File: src/hdl/isqrt_pkg.sv
`timescale 1ns / 1ps
// ----------------------------------------------------------------------------
// Integer square root package
// Shared constants for the pipelined 48-bit integer square root.
// ----------------------------------------------------------------------------
package isqrt_pkg;

   // Width of the root field on the result channel.
   localparam int ROOT_BITS = 24;

   // Root bits resolved by each pipeline stage.
   localparam int STAGE_ROUNDS = 2;

endpackage

File: src/hdl/isqrt_if.sv
`timescale 1ns / 1ps
// ----------------------------------------------------------------------------
// Integer square root channels
// Valid/ready interfaces for the radicand and root transactions.
// ----------------------------------------------------------------------------
interface isqrt_req_if #(
   parameter int RADICAND_BITS = 48
) ();
   logic                     valid;
   logic                     ready;
   logic [RADICAND_BITS-1:0] radicand;

   modport source (output valid, output radicand, input ready);
   modport sink   (input valid, input radicand, output ready);
endinterface

interface isqrt_rsp_if ();
   import isqrt_pkg::*;

   logic                 valid;
   logic                 ready;
   logic [ROOT_BITS-1:0] root;

   modport source (output valid, output root, input ready);
   modport sink   (input valid, input root, output ready);
endinterface

File: src/hdl/isqrt_stage.sv
`timescale 1ns / 1ps
// ----------------------------------------------------------------------------
// Integer square root pipeline stage
// Resolves ROUNDS root bits by restoring bit-pair steps, then registers.
// ----------------------------------------------------------------------------
module isqrt_stage #(
   parameter int PAIR_COUNT = 24,
   parameter int ROUNDS     = 2
) (
   input  logic                    clock,
   input  logic                    reset,
   input  logic                    in_valid,
   output logic                    in_ready,
   input  logic [2*PAIR_COUNT-1:0] in_rad,
   input  logic [PAIR_COUNT:0]     in_rem,
   input  logic [PAIR_COUNT-1:0]   in_root,
   output logic                    out_valid,
   input  logic                    out_ready,
   output logic [2*PAIR_COUNT-1:0] out_rad,
   output logic [PAIR_COUNT:0]     out_rem,
   output logic [PAIR_COUNT-1:0]   out_root
);
   import isqrt_pkg::*;

   localparam int RAD_W  = 2 * PAIR_COUNT;
   localparam int REM_W  = PAIR_COUNT + 1;
   localparam int TRY_W  = PAIR_COUNT + 3;

   logic                  valid_ff;
   logic [RAD_W-1:0]      rad_ff, rad_in;
   logic [REM_W-1:0]      rem_ff, rem_in;
   logic [PAIR_COUNT-1:0] root_ff, root_in;

   // Each round brings down the next radicand pair and tries 4*root+1.
   always_comb begin
      logic [TRY_W-1:0] part;
      logic [TRY_W-1:0] trial;
      rad_in  = in_rad;
      rem_in  = in_rem;
      root_in = in_root;
      for (int i = 0; i < ROUNDS; i++) begin
         part  = {rem_in, rad_in[RAD_W-1 -: 2]};
         trial = {1'b0, root_in, 2'b01};
         if (part >= trial) begin
            part    = part - trial;
            root_in = (root_in << 1) | PAIR_COUNT'(1);
         end else begin
            root_in = root_in << 1;
         end
         rem_in = part[REM_W-1:0];
         rad_in = rad_in << 2;
      end
   end

   assign in_ready = !valid_ff || out_ready;

   always_ff @(posedge clock) begin
      if (reset) begin
         valid_ff <= 1'b0;
      end else if (in_ready) begin
         valid_ff <= in_valid;
      end
   end

   always_ff @(posedge clock) begin
      if (in_ready && in_valid) begin
         rad_ff  <= rad_in;
         rem_ff  <= rem_in;
         root_ff <= root_in;
      end
   end

   assign out_valid = valid_ff;
   assign out_rad   = rad_ff;
   assign out_rem   = rem_ff;
   assign out_root  = root_ff;

endmodule

File: src/hdl/integer_square_root_48bit.sv
`timescale 1ns / 1ps
// ----------------------------------------------------------------------------
// Integer square root, 48-bit radicand
// Pipelined bit-pair restoring square root returning floor(sqrt(radicand)).
// ----------------------------------------------------------------------------
// Usage:
// A radicand transaction enters on req_chan and one root transaction leaves
// on rsp_chan for each of them, in the same order. The root is the floor of
// the square root of the radicand, cut to its low 24 bits (this only matters
// when RADICAND_BITS is above 48).
// The datapath is a chain of registered stages, each resolving two root bits
// (the last stage fewer when the pair count is odd). The depth per stage is
// set by two dependent compare-and-subtract steps on a word of about 27 bits.
// A new radicand is accepted in every cycle, so the throughput is one
// transaction per clock while the receiver keeps rsp_chan.ready high.
// When the receiver stalls, each stage holds its contents and the stall
// backs up stage by stage; empty stages still take new work, so nothing is
// lost or repeated. The last stage register is the output register.
// Reset clears every stage valid bit; the stage data registers are not reset.
// ----------------------------------------------------------------------------
module integer_square_root_48bit #(
   parameter int RADICAND_BITS = 48
) (
   input  logic         clock,
   input  logic         reset,
   isqrt_req_if.sink    req_chan,
   isqrt_rsp_if.source  rsp_chan
);
   import isqrt_pkg::*;

   // The radicand is handled as whole pairs; an odd width gets a zero on top.
   localparam int PAIR_COUNT = (RADICAND_BITS + 1) / 2;
   localparam int RAD_W      = 2 * PAIR_COUNT;
   localparam int NUM_STAGES = (PAIR_COUNT + STAGE_ROUNDS - 1) / STAGE_ROUNDS;

   logic                  valid_chain [NUM_STAGES+1];
   logic                  ready_chain [NUM_STAGES+1];
   logic [RAD_W-1:0]      rad_chain   [NUM_STAGES+1];
   logic [PAIR_COUNT:0]   rem_chain   [NUM_STAGES+1];
   logic [PAIR_COUNT-1:0] root_chain  [NUM_STAGES+1];

   // Stage zero input: the radicand with an empty remainder and root.
   assign valid_chain[0]  = req_chan.valid;
   assign req_chan.ready  = ready_chain[0];
   assign rad_chain[0]    = RAD_W'(req_chan.radicand);
   assign rem_chain[0]    = '0;
   assign root_chain[0]   = '0;

   for (genvar s = 0; s < NUM_STAGES; s++) begin : g_stage
      // The final stage takes whatever pairs remain.
      localparam int LEFT   = PAIR_COUNT - s * STAGE_ROUNDS;
      localparam int ROUNDS = (LEFT < STAGE_ROUNDS) ? LEFT : STAGE_ROUNDS;

      isqrt_stage #(
         .PAIR_COUNT (PAIR_COUNT),
         .ROUNDS     (ROUNDS)
      ) u_stage (
         .clock     (clock),
         .reset     (reset),
         .in_valid  (valid_chain[s]),
         .in_ready  (ready_chain[s]),
         .in_rad    (rad_chain[s]),
         .in_rem    (rem_chain[s]),
         .in_root   (root_chain[s]),
         .out_valid (valid_chain[s+1]),
         .out_ready (ready_chain[s+1]),
         .out_rad   (rad_chain[s+1]),
         .out_rem   (rem_chain[s+1]),
         .out_root  (root_chain[s+1])
      );
   end

   assign rsp_chan.valid          = valid_chain[NUM_STAGES];
   assign ready_chain[NUM_STAGES] = rsp_chan.ready;

   // Fit the full root into the result field: zero-extend or keep low bits.
   if (PAIR_COUNT >= ROOT_BITS) begin : g_root_cut
      assign rsp_chan.root = root_chain[NUM_STAGES][ROOT_BITS-1:0];
   end else begin : g_root_ext
      assign rsp_chan.root = ROOT_BITS'(root_chain[NUM_STAGES]);
   end

endmodule

File: src/flat_wrapper.sv
// flat-port wrapper written by rule: the top's interface ports become plain ports
module integer_square_root_48bit_flat import isqrt_pkg::*;
#(
   parameter int RADICAND_BITS = 48
)
  (clock, reset, req_chan_valid, req_chan_radicand, req_chan_ready, rsp_chan_valid, rsp_chan_root, rsp_chan_ready);
  isqrt_req_if #(.RADICAND_BITS(RADICAND_BITS)) req_chan_i ();
  isqrt_rsp_if rsp_chan_i ();
  input  logic clock;
  input  logic reset;
  input wire logic [$bits(req_chan_i.valid)-1:0] req_chan_valid;
  input wire logic [$bits(req_chan_i.radicand)-1:0] req_chan_radicand;
  output wire logic [$bits(req_chan_i.ready)-1:0] req_chan_ready;
  output wire logic [$bits(rsp_chan_i.valid)-1:0] rsp_chan_valid;
  output wire logic [$bits(rsp_chan_i.root)-1:0] rsp_chan_root;
  input wire logic [$bits(rsp_chan_i.ready)-1:0] rsp_chan_ready;
  assign req_chan_i.valid = req_chan_valid;
  assign req_chan_i.radicand = req_chan_radicand;
  assign req_chan_ready = req_chan_i.ready;
  assign rsp_chan_valid = rsp_chan_i.valid;
  assign rsp_chan_root = rsp_chan_i.root;
  assign rsp_chan_i.ready = rsp_chan_ready;
  integer_square_root_48bit #(.RADICAND_BITS(RADICAND_BITS)) u_core (.clock(clock), .reset(reset), .req_chan(req_chan_i), .rsp_chan(rsp_chan_i));
endmodule
File: config.mk
export PLATFORM = sky130hd
export DESIGN_NAME = integer_square_root_48bit_flat
export DESIGN_NICKNAME = d
export VERILOG_FILES = /design/src/hdl/isqrt_pkg.sv /design/src/hdl/isqrt_if.sv /design/src/hdl/isqrt_stage.sv /design/src/hdl/integer_square_root_48bit.sv /design/src/flat_wrapper.sv
export SDC_FILE = /design/constraint.sdc
export NUM_CORES = 2
export LEC_CHECK = 0
export ABC_CLOCK_PERIOD_IN_PS = 8300
export BUFFER_PORTS_ARGS = -buffer_cell sky130_fd_sc_hd__buf_2
export CORE_MARGIN = 1
export CORE_UTILIZATION = 45
export DETAILED_ROUTE_END_ITERATION = 10
export PLACE_DENSITY = 0.7
export RECOVER_POWER = 50
export SLEW_MARGIN = 20
export SYNTH_ARGS = -nofsm -noshare
export SYNTH_HDL_FRONTEND = slang
export SYNTH_SLANG_ARGS = --single-unit
File: constraint.sdc
create_clock -name clock -period 8.3 [get_ports clock]
set_input_delay 0.415 -clock clock [delete_from_list [all_inputs] [get_ports clock]]
set_output_delay 0.415 -clock clock [all_outputs]
set_load 0.01 [all_outputs]
* After elaboration in Yosys (flattened, before gate mapping) *
Index checks and enable logic that the tools add are counted.

operators by class
  $add $sub $neg = 23
  magnitude comparators = 24
  muxes and demuxes = 47
  reductions and logical operators = 36

operators with widths
  operator          count
  $mux W25          23
  $ge A27 B10 Y1    1
  $ge A27 B11 Y1    1
  $ge A27 B12 Y1    1
  $ge A27 B13 Y1    1
  $ge A27 B14 Y1    1
  $ge A27 B15 Y1    1
  $ge A27 B16 Y1    1
  $ge A27 B17 Y1    1
  $ge A27 B18 Y1    1
  $ge A27 B19 Y1    1
  $ge A27 B20 Y1    1
  $ge A27 B21 Y1    1
  $ge A27 B22 Y1    1
  $ge A27 B23 Y1    1
  $ge A27 B24 Y1    1
  $ge A27 B25 Y1    1
  $ge A27 B3 Y1     1
  $ge A27 B4 Y1     1
  $ge A27 B5 Y1     1
  $ge A27 B6 Y1     1
  $ge A27 B7 Y1     1
  $ge A27 B8 Y1     1
  $ge A27 B9 Y1     1
  28 further kinds  84

storage, ports and cells
  register bits = 707
  input bits = 52
  output and inout port bits = 26

* Longest topological paths before layout *
  depth in word-level cells = 14
  gate-level depth with buffers = 28
  gate-level depth less buffers = 24

* Hierarchy *
A second synthesis with hierarchy kept.

second synthesis, totals
  cell total of the unflattened synthesis = 6894
  area total of the unflattened synthesis = 73710.7 um^2

by module, submodules not included
  module                                         times used  cells an instance  area each (um^2)  seq. area each (um^2)
  isqrt_stage at u_core.g_stage[10].u_stage ...  9           565                6109.6            2812.7
  isqrt_stage at u_core.g_stage[2].u_stage       1           608                6389.9            2812.7
  isqrt_stage at u_core.g_stage[3].u_stage       1           620                6209.7            2812.7
  isqrt_stage at u_core.g_stage[0].u_stage       1           580                6120.9            2812.7
  integer_square_root_48bit                      1           1                  3.8               0.0

* Least setup slack after synthesis *
No wires, ideal clock.

  path kind = reg2reg
  start point = register u_core.g_stage[11].u_stage.valid_ff
  end point = register u_core.g_stage[3].u_stage.rad_ff[16], enable pin
  setup time = 0.588 ns
  arrival = 5.940 ns
  required time = 7.712 ns
  setup slack = 1.772 ns
  stages on the path, launching flop included = 8
  buffers on the path = 1
  cells stage by stage = dfxtp_1 nor2b_1 and3_1 and3_1 clkbuf_1 nand3_1 nor2_1 a21boi_0

between the ends
  cells in the longest elaborated chain, start to end = 11

ends and longest elaborated chain
  what                              RTL line           source
  start: declaration                isqrt_stage.sv:29  logic valid_ff;
  start signal: assignment          isqrt_stage.sv:61  valid_ff <= in_valid;
  $logic_not A1 Y1                  isqrt_stage.sv:55  assign in_ready = !valid_ff || out_ready;
  $logic_or A1 B1 Y1 (9 in series)  isqrt_stage.sv:55
  $logic_and A1 B1 Y1               isqrt_stage.sv:66  if (in_ready && in_valid) begin
  end signal: assignment            isqrt_stage.sv:67  rad_ff <= rad_in;
  end: declaration                  isqrt_stage.sv:30  logic [RAD_W-1:0] rad_ff, rad_in;

No other way between the ends.
A chain may end at the register's enable or synchronous reset.

* Final worst setup path *
  start point = register u_core.g_stage[5].u_stage.root_ff[8]
  end point = register u_core.g_stage[6].u_stage.rem_ff[10], data pin

between the ends
  cells in the longest elaborated chain, start to end = 4
  elaborated cells between the ends (all ways) = 7
  classes of those cells = add/sub: 2; order compare: 2; mux: 3

ends and longest elaborated chain
  what                                                       RTL line                              source
  start: declaration                                         isqrt_stage.sv:32                     logic [PAIR_COUNT-1:0] root_ff, root_in;
  start signal: assignment                                   isqrt_stage.sv:69                     root_ff <= root_in;
  $ge A27 B14 Y1 / $sub A25 B14 Y25 (equally long branches)  isqrt_stage.sv:44, isqrt_stage.sv:45
  $mux W25 / $mux W1 (equally long branches)                 isqrt_stage.sv:44                     if (part >= trial) begin
  $sub A25 B15 Y25 / $ge A27 B15 Y1 (equally long branches)  isqrt_stage.sv:45, isqrt_stage.sv:44
  $mux W25 (*)                                               isqrt_stage.sv:44
  via u_core.g_stage[6].u_stage.rem_in[10]                   isqrt_stage.sv:31                     logic [REM_W-1:0] rem_ff, rem_in;
  end signal: assignment                                     isqrt_stage.sv:68                     rem_ff <= rem_in;
  end: declaration                                           isqrt_stage.sv:31

The timed path passes the listed nets; every way through them passes the cells marked *.

==> results.toml <==
[outcome]
status = "complete, but fails checks"
violations = "capacitance limit, slew limit"

[detailed_routing]
via_per_inst = 5.72
drt_drc_violations_left = 0
ant_nets = 0
vias = 33500
drt_iter0_markers = 2715
wl_per_cell_um = 18.4
dr.pass1.iters = 7
drt-total-wl_um = 108000

[timing]
setup_tns_ns = 0
min_period_ns = 7.43
setup_viol = 0
maxSlewHeadroom_pct = -119
setup_ws_ns = 0.872
fin_crit_sh_pct = 89.5
holdWs_ns = 0.101
fmax_mhz = 135
grt_setup_unrepaired = "no"
hold_viol_final = 0
fin_skew_ns = 0.0216
slew_violations = 280
worstMarginPinSlew_ns = 3.28

[cts]
cts_root_buf = "clkbuf_16"
cts_buffer_depth = 3
numCtsBuffers = 77
cts_tree = "built"
clkTransAtPathRegs_ns = 0.06
postCtsSetupBuffers = 0
htreeDepth = 3
clk_latency_ns = 0.65
clock_sinks = 692

[die]
num_rows = 115
core_mm2 = 0.0984
io_pins = 78
initial_core_util_pct = 45.4
die_y_um = 317
dieWidth_um = 317
die-area_mm2 = 0.101

[setup_path]
critical_path_required_ns = 8.66
worst-setup-path-type = "register to register"
cp.arrival_ns = 7.79
cp-end-kind = "register"
crit_path_start_kind = "register"
timing.critical_path.from = "u_core.g_stage[5].u_stage.out_root[8]"
regToRegSetupSlack_ns = 0.87
cp_max_fo = 26
r2r_start = "u_core.g_stage[5].u_stage.out_root[8]"

[final_layout]
drive_gt1_share_pct = 6.82
stdcell_area_mm2 = 0.0494
seq_area_mm2 = 0.0207
area_growth_syn_to_layout_pct = 10.5
multi_input_area_mm2 = 0.0225
antenna_cells = 0
fin_nets = 4877
nFillCells = 8946

[power]
p_total_mw = 8.01
ir_drop_mv = 0.174
p_leak_nw = 18.7
p_per_area_mw_per_mm2 = 162

[synth]
async_reset_ff_share_pct = 0
ys_ff_latch = 692
synth_edf_count = 680
yosysSeqAreaShare_pct = 46.2
synthesis.area_mm2 = 0.0447
synth_ff_type = "edfxtp_1"
avgSynthCellArea_um2 = 10.2
syn_inst = 4398
yosysWarnings = 0
ys_types = 98

[place]
port_buffers = 77
hpwlAfterDp_um = 82600
post-place-ws_ns = 1.52
gp_congestion = 0.912
placed_area_mm2 = 0.0465

[global_routing]
overflow = 0
grt_max_degree = 70
grtUsageTotal_pct = 21.3
grt_pass1_vias = 31800
antenna_found_initial = 0
grt_pass1_wl_um = 170000

[worst_hold_path]
worstHoldStart = "req_chan_radicand[47]"
hold_class = "input port to register"

[flow_run]
drv_cap = 5
==> critical path, stage by stage (launching register included) <==
cell,delay [ns]
edfxtp_1,0.43
inv_1,0.13
ha_1,0.40
nand4_1,0.25
or4_1,0.60
and4_1,0.27
nand3_1,0.08
clkbuf_1,0.74
inv_1,0.62
o31ai_1,0.51
ha_1,0.38
a21o_1,0.21
a21o_1,0.18
a21oi_1,0.16
o21ai_0,0.15
o21ai_0,0.19
o211a_1,0.23
nand4_1,0.10
or4b_1,0.89
inv_1,0.36
nand2_1,0.08
o31ai_1,0.18
==> path summary, 6_finish.rpt <==
check / to / depth (start not counted)
min reg2reg: u_core.g_stage[5].u_stage.out_rad[46] / 0
min: u_core.g_stage[0].u_stage.out_root[1] / 2
max reg2reg: u_core.g_stage[6].u_stage.out_rem[10] / 21
max: u_core.g_stage[6].u_stage.out_rem[10] / 21
==> flip-flops by register name, indices dropped and copies added, names as in the netlist <==
| signal | flops |
|---|---|
| u_core.g_stage.u_stage.out_valid | 12 |
| u_core.g_stage.u_stage.out_root | 156 |
| u_core.g_stage.u_stage.out_rad | 264 |
| u_core.g_stage.u_stage.out_rem | 260 |
==> synth_stat cells, drive strengths merged, types with 11 or more instances <==
cell type,number,area [um^2]
a2111oi,14,136
a211oi,21,158
a21boi,24,180
a21o,154,1160
a21oi,345,1730
a31oi,39,244
a41oi,12,105
and2,34,213
and3,27,169
and4,11,96.3
buf,31,154
clkbuf,95,357
dfxtp,12,240
edfxtp,680,20400
ha,321,4020
inv,287,1080
mux2,54,608
mux2i,21,210
nand2,336,1260
nand2b,59,369
nand3,95,475
nand3b,19,143
nand4,70,438
nand4b,13,114
nor2,364,1370
nor2b,53,332
nor3,90,450
nor3b,23,173
nor4,50,332
o2111ai,11,103
o211ai,32,240
o21a,48,360
o21ai,239,1200
o21bai,31,233
o31a,16,140
o31ai,33,248
or2,35,219
or3,37,236
or4,28,210
xnor2,244,2140
xor2,139,1220
==> layer usage <==
metal | routed length (um) | global-route usage [%] | vias up
met5 | 0 | 0 | -
met2 | 50300 | 35.1 | 907
met4 | 2890 | 6.52 | 0
li1 | - | - | 16500
met3 | 5540 | 2.69 | 172
met1 | 49000 | 29.1 | 15800
==> report_power, final <==
part	total, mW	leakage, nW	switching [mW]	internal, mW
Clock	3.36	1.21	1.45	1.91
Combinational	0.651	11.2	0.386	0.264
Sequential	4.00	6.30	0.0712	3.93
Total	8.01	18.7	1.91	6.10
==> cells in the final DEF (no fill, tap or decap), types with 44 or more instances in the layout <==
cell / instances
clkbuf_16: 77
nor2_1: 362
a21oi_1: 344
o21a_1: 48
ha_1: 321
nand2b_1: 59
inv_1: 285
nor2b_1: 48
nor3_1: 89
o21ai_0: 222
nand2_1: 336
nor4_1: 47
a21o_1: 154
nand3_1: 95
edfxtp_1: 680
mux2_2: 50
xnor2_1: 244
dlygate4sd3_1: 44
nand4_1: 70
buf_2: 49
xor2_1: 139
==> final cells by class <==
type,count,share of cell area (%)
Clock inverter,55,1.08
Clock buffer,81,3.93
Inverter,289,2.21
Sequential cell,692,41.9
Multi-Input combinational cell,3293,45.7
Tap cell,1287,3.26
Timing Repair Buffer,151,1.97
==> cell families (layout without fill, tap and decap cells) <==
kind of cell / after synthesis / after routing / synth area share, %
flip-flops: 692 / 692 / 46.2
adder cells (fa/ha/maj): 321 / 321 / 8.99
AND/OR/NAND/NOR: 1373 / 1373 / 15.4
XOR/XNOR: 383 / 383 / 7.51
multiplexers: 75 / 75 / 1.83
other: 1 / 3 / 0.00839
buffers and inverters: 415 / 576 / 3.58
AO/OA/AOI/OAI: 1138 / 1138 / 16.4
==> repair_timing <==
action / CTS / global route
endpoints found under the hold margin: 44 / 0
endpoints found under the setup margin: 0 / 0
gates resized for setup: 0 / 0
hold buffers: 44 / 0
==> stage by stage <==
| step | instances | utilization [%] |
|---|---|---|
| after floorplan | 4400 | - |
| final | 5848 | 50.1 |
| after CTS | 5848 | 50.2 |
| after global placement | 5668 | 47.3 |
| after global routing | 5848 | 50.1 |
| after detailed placement | 5668 | 47.3 |
No activity file was read; power rests on OpenSTA's default activity.
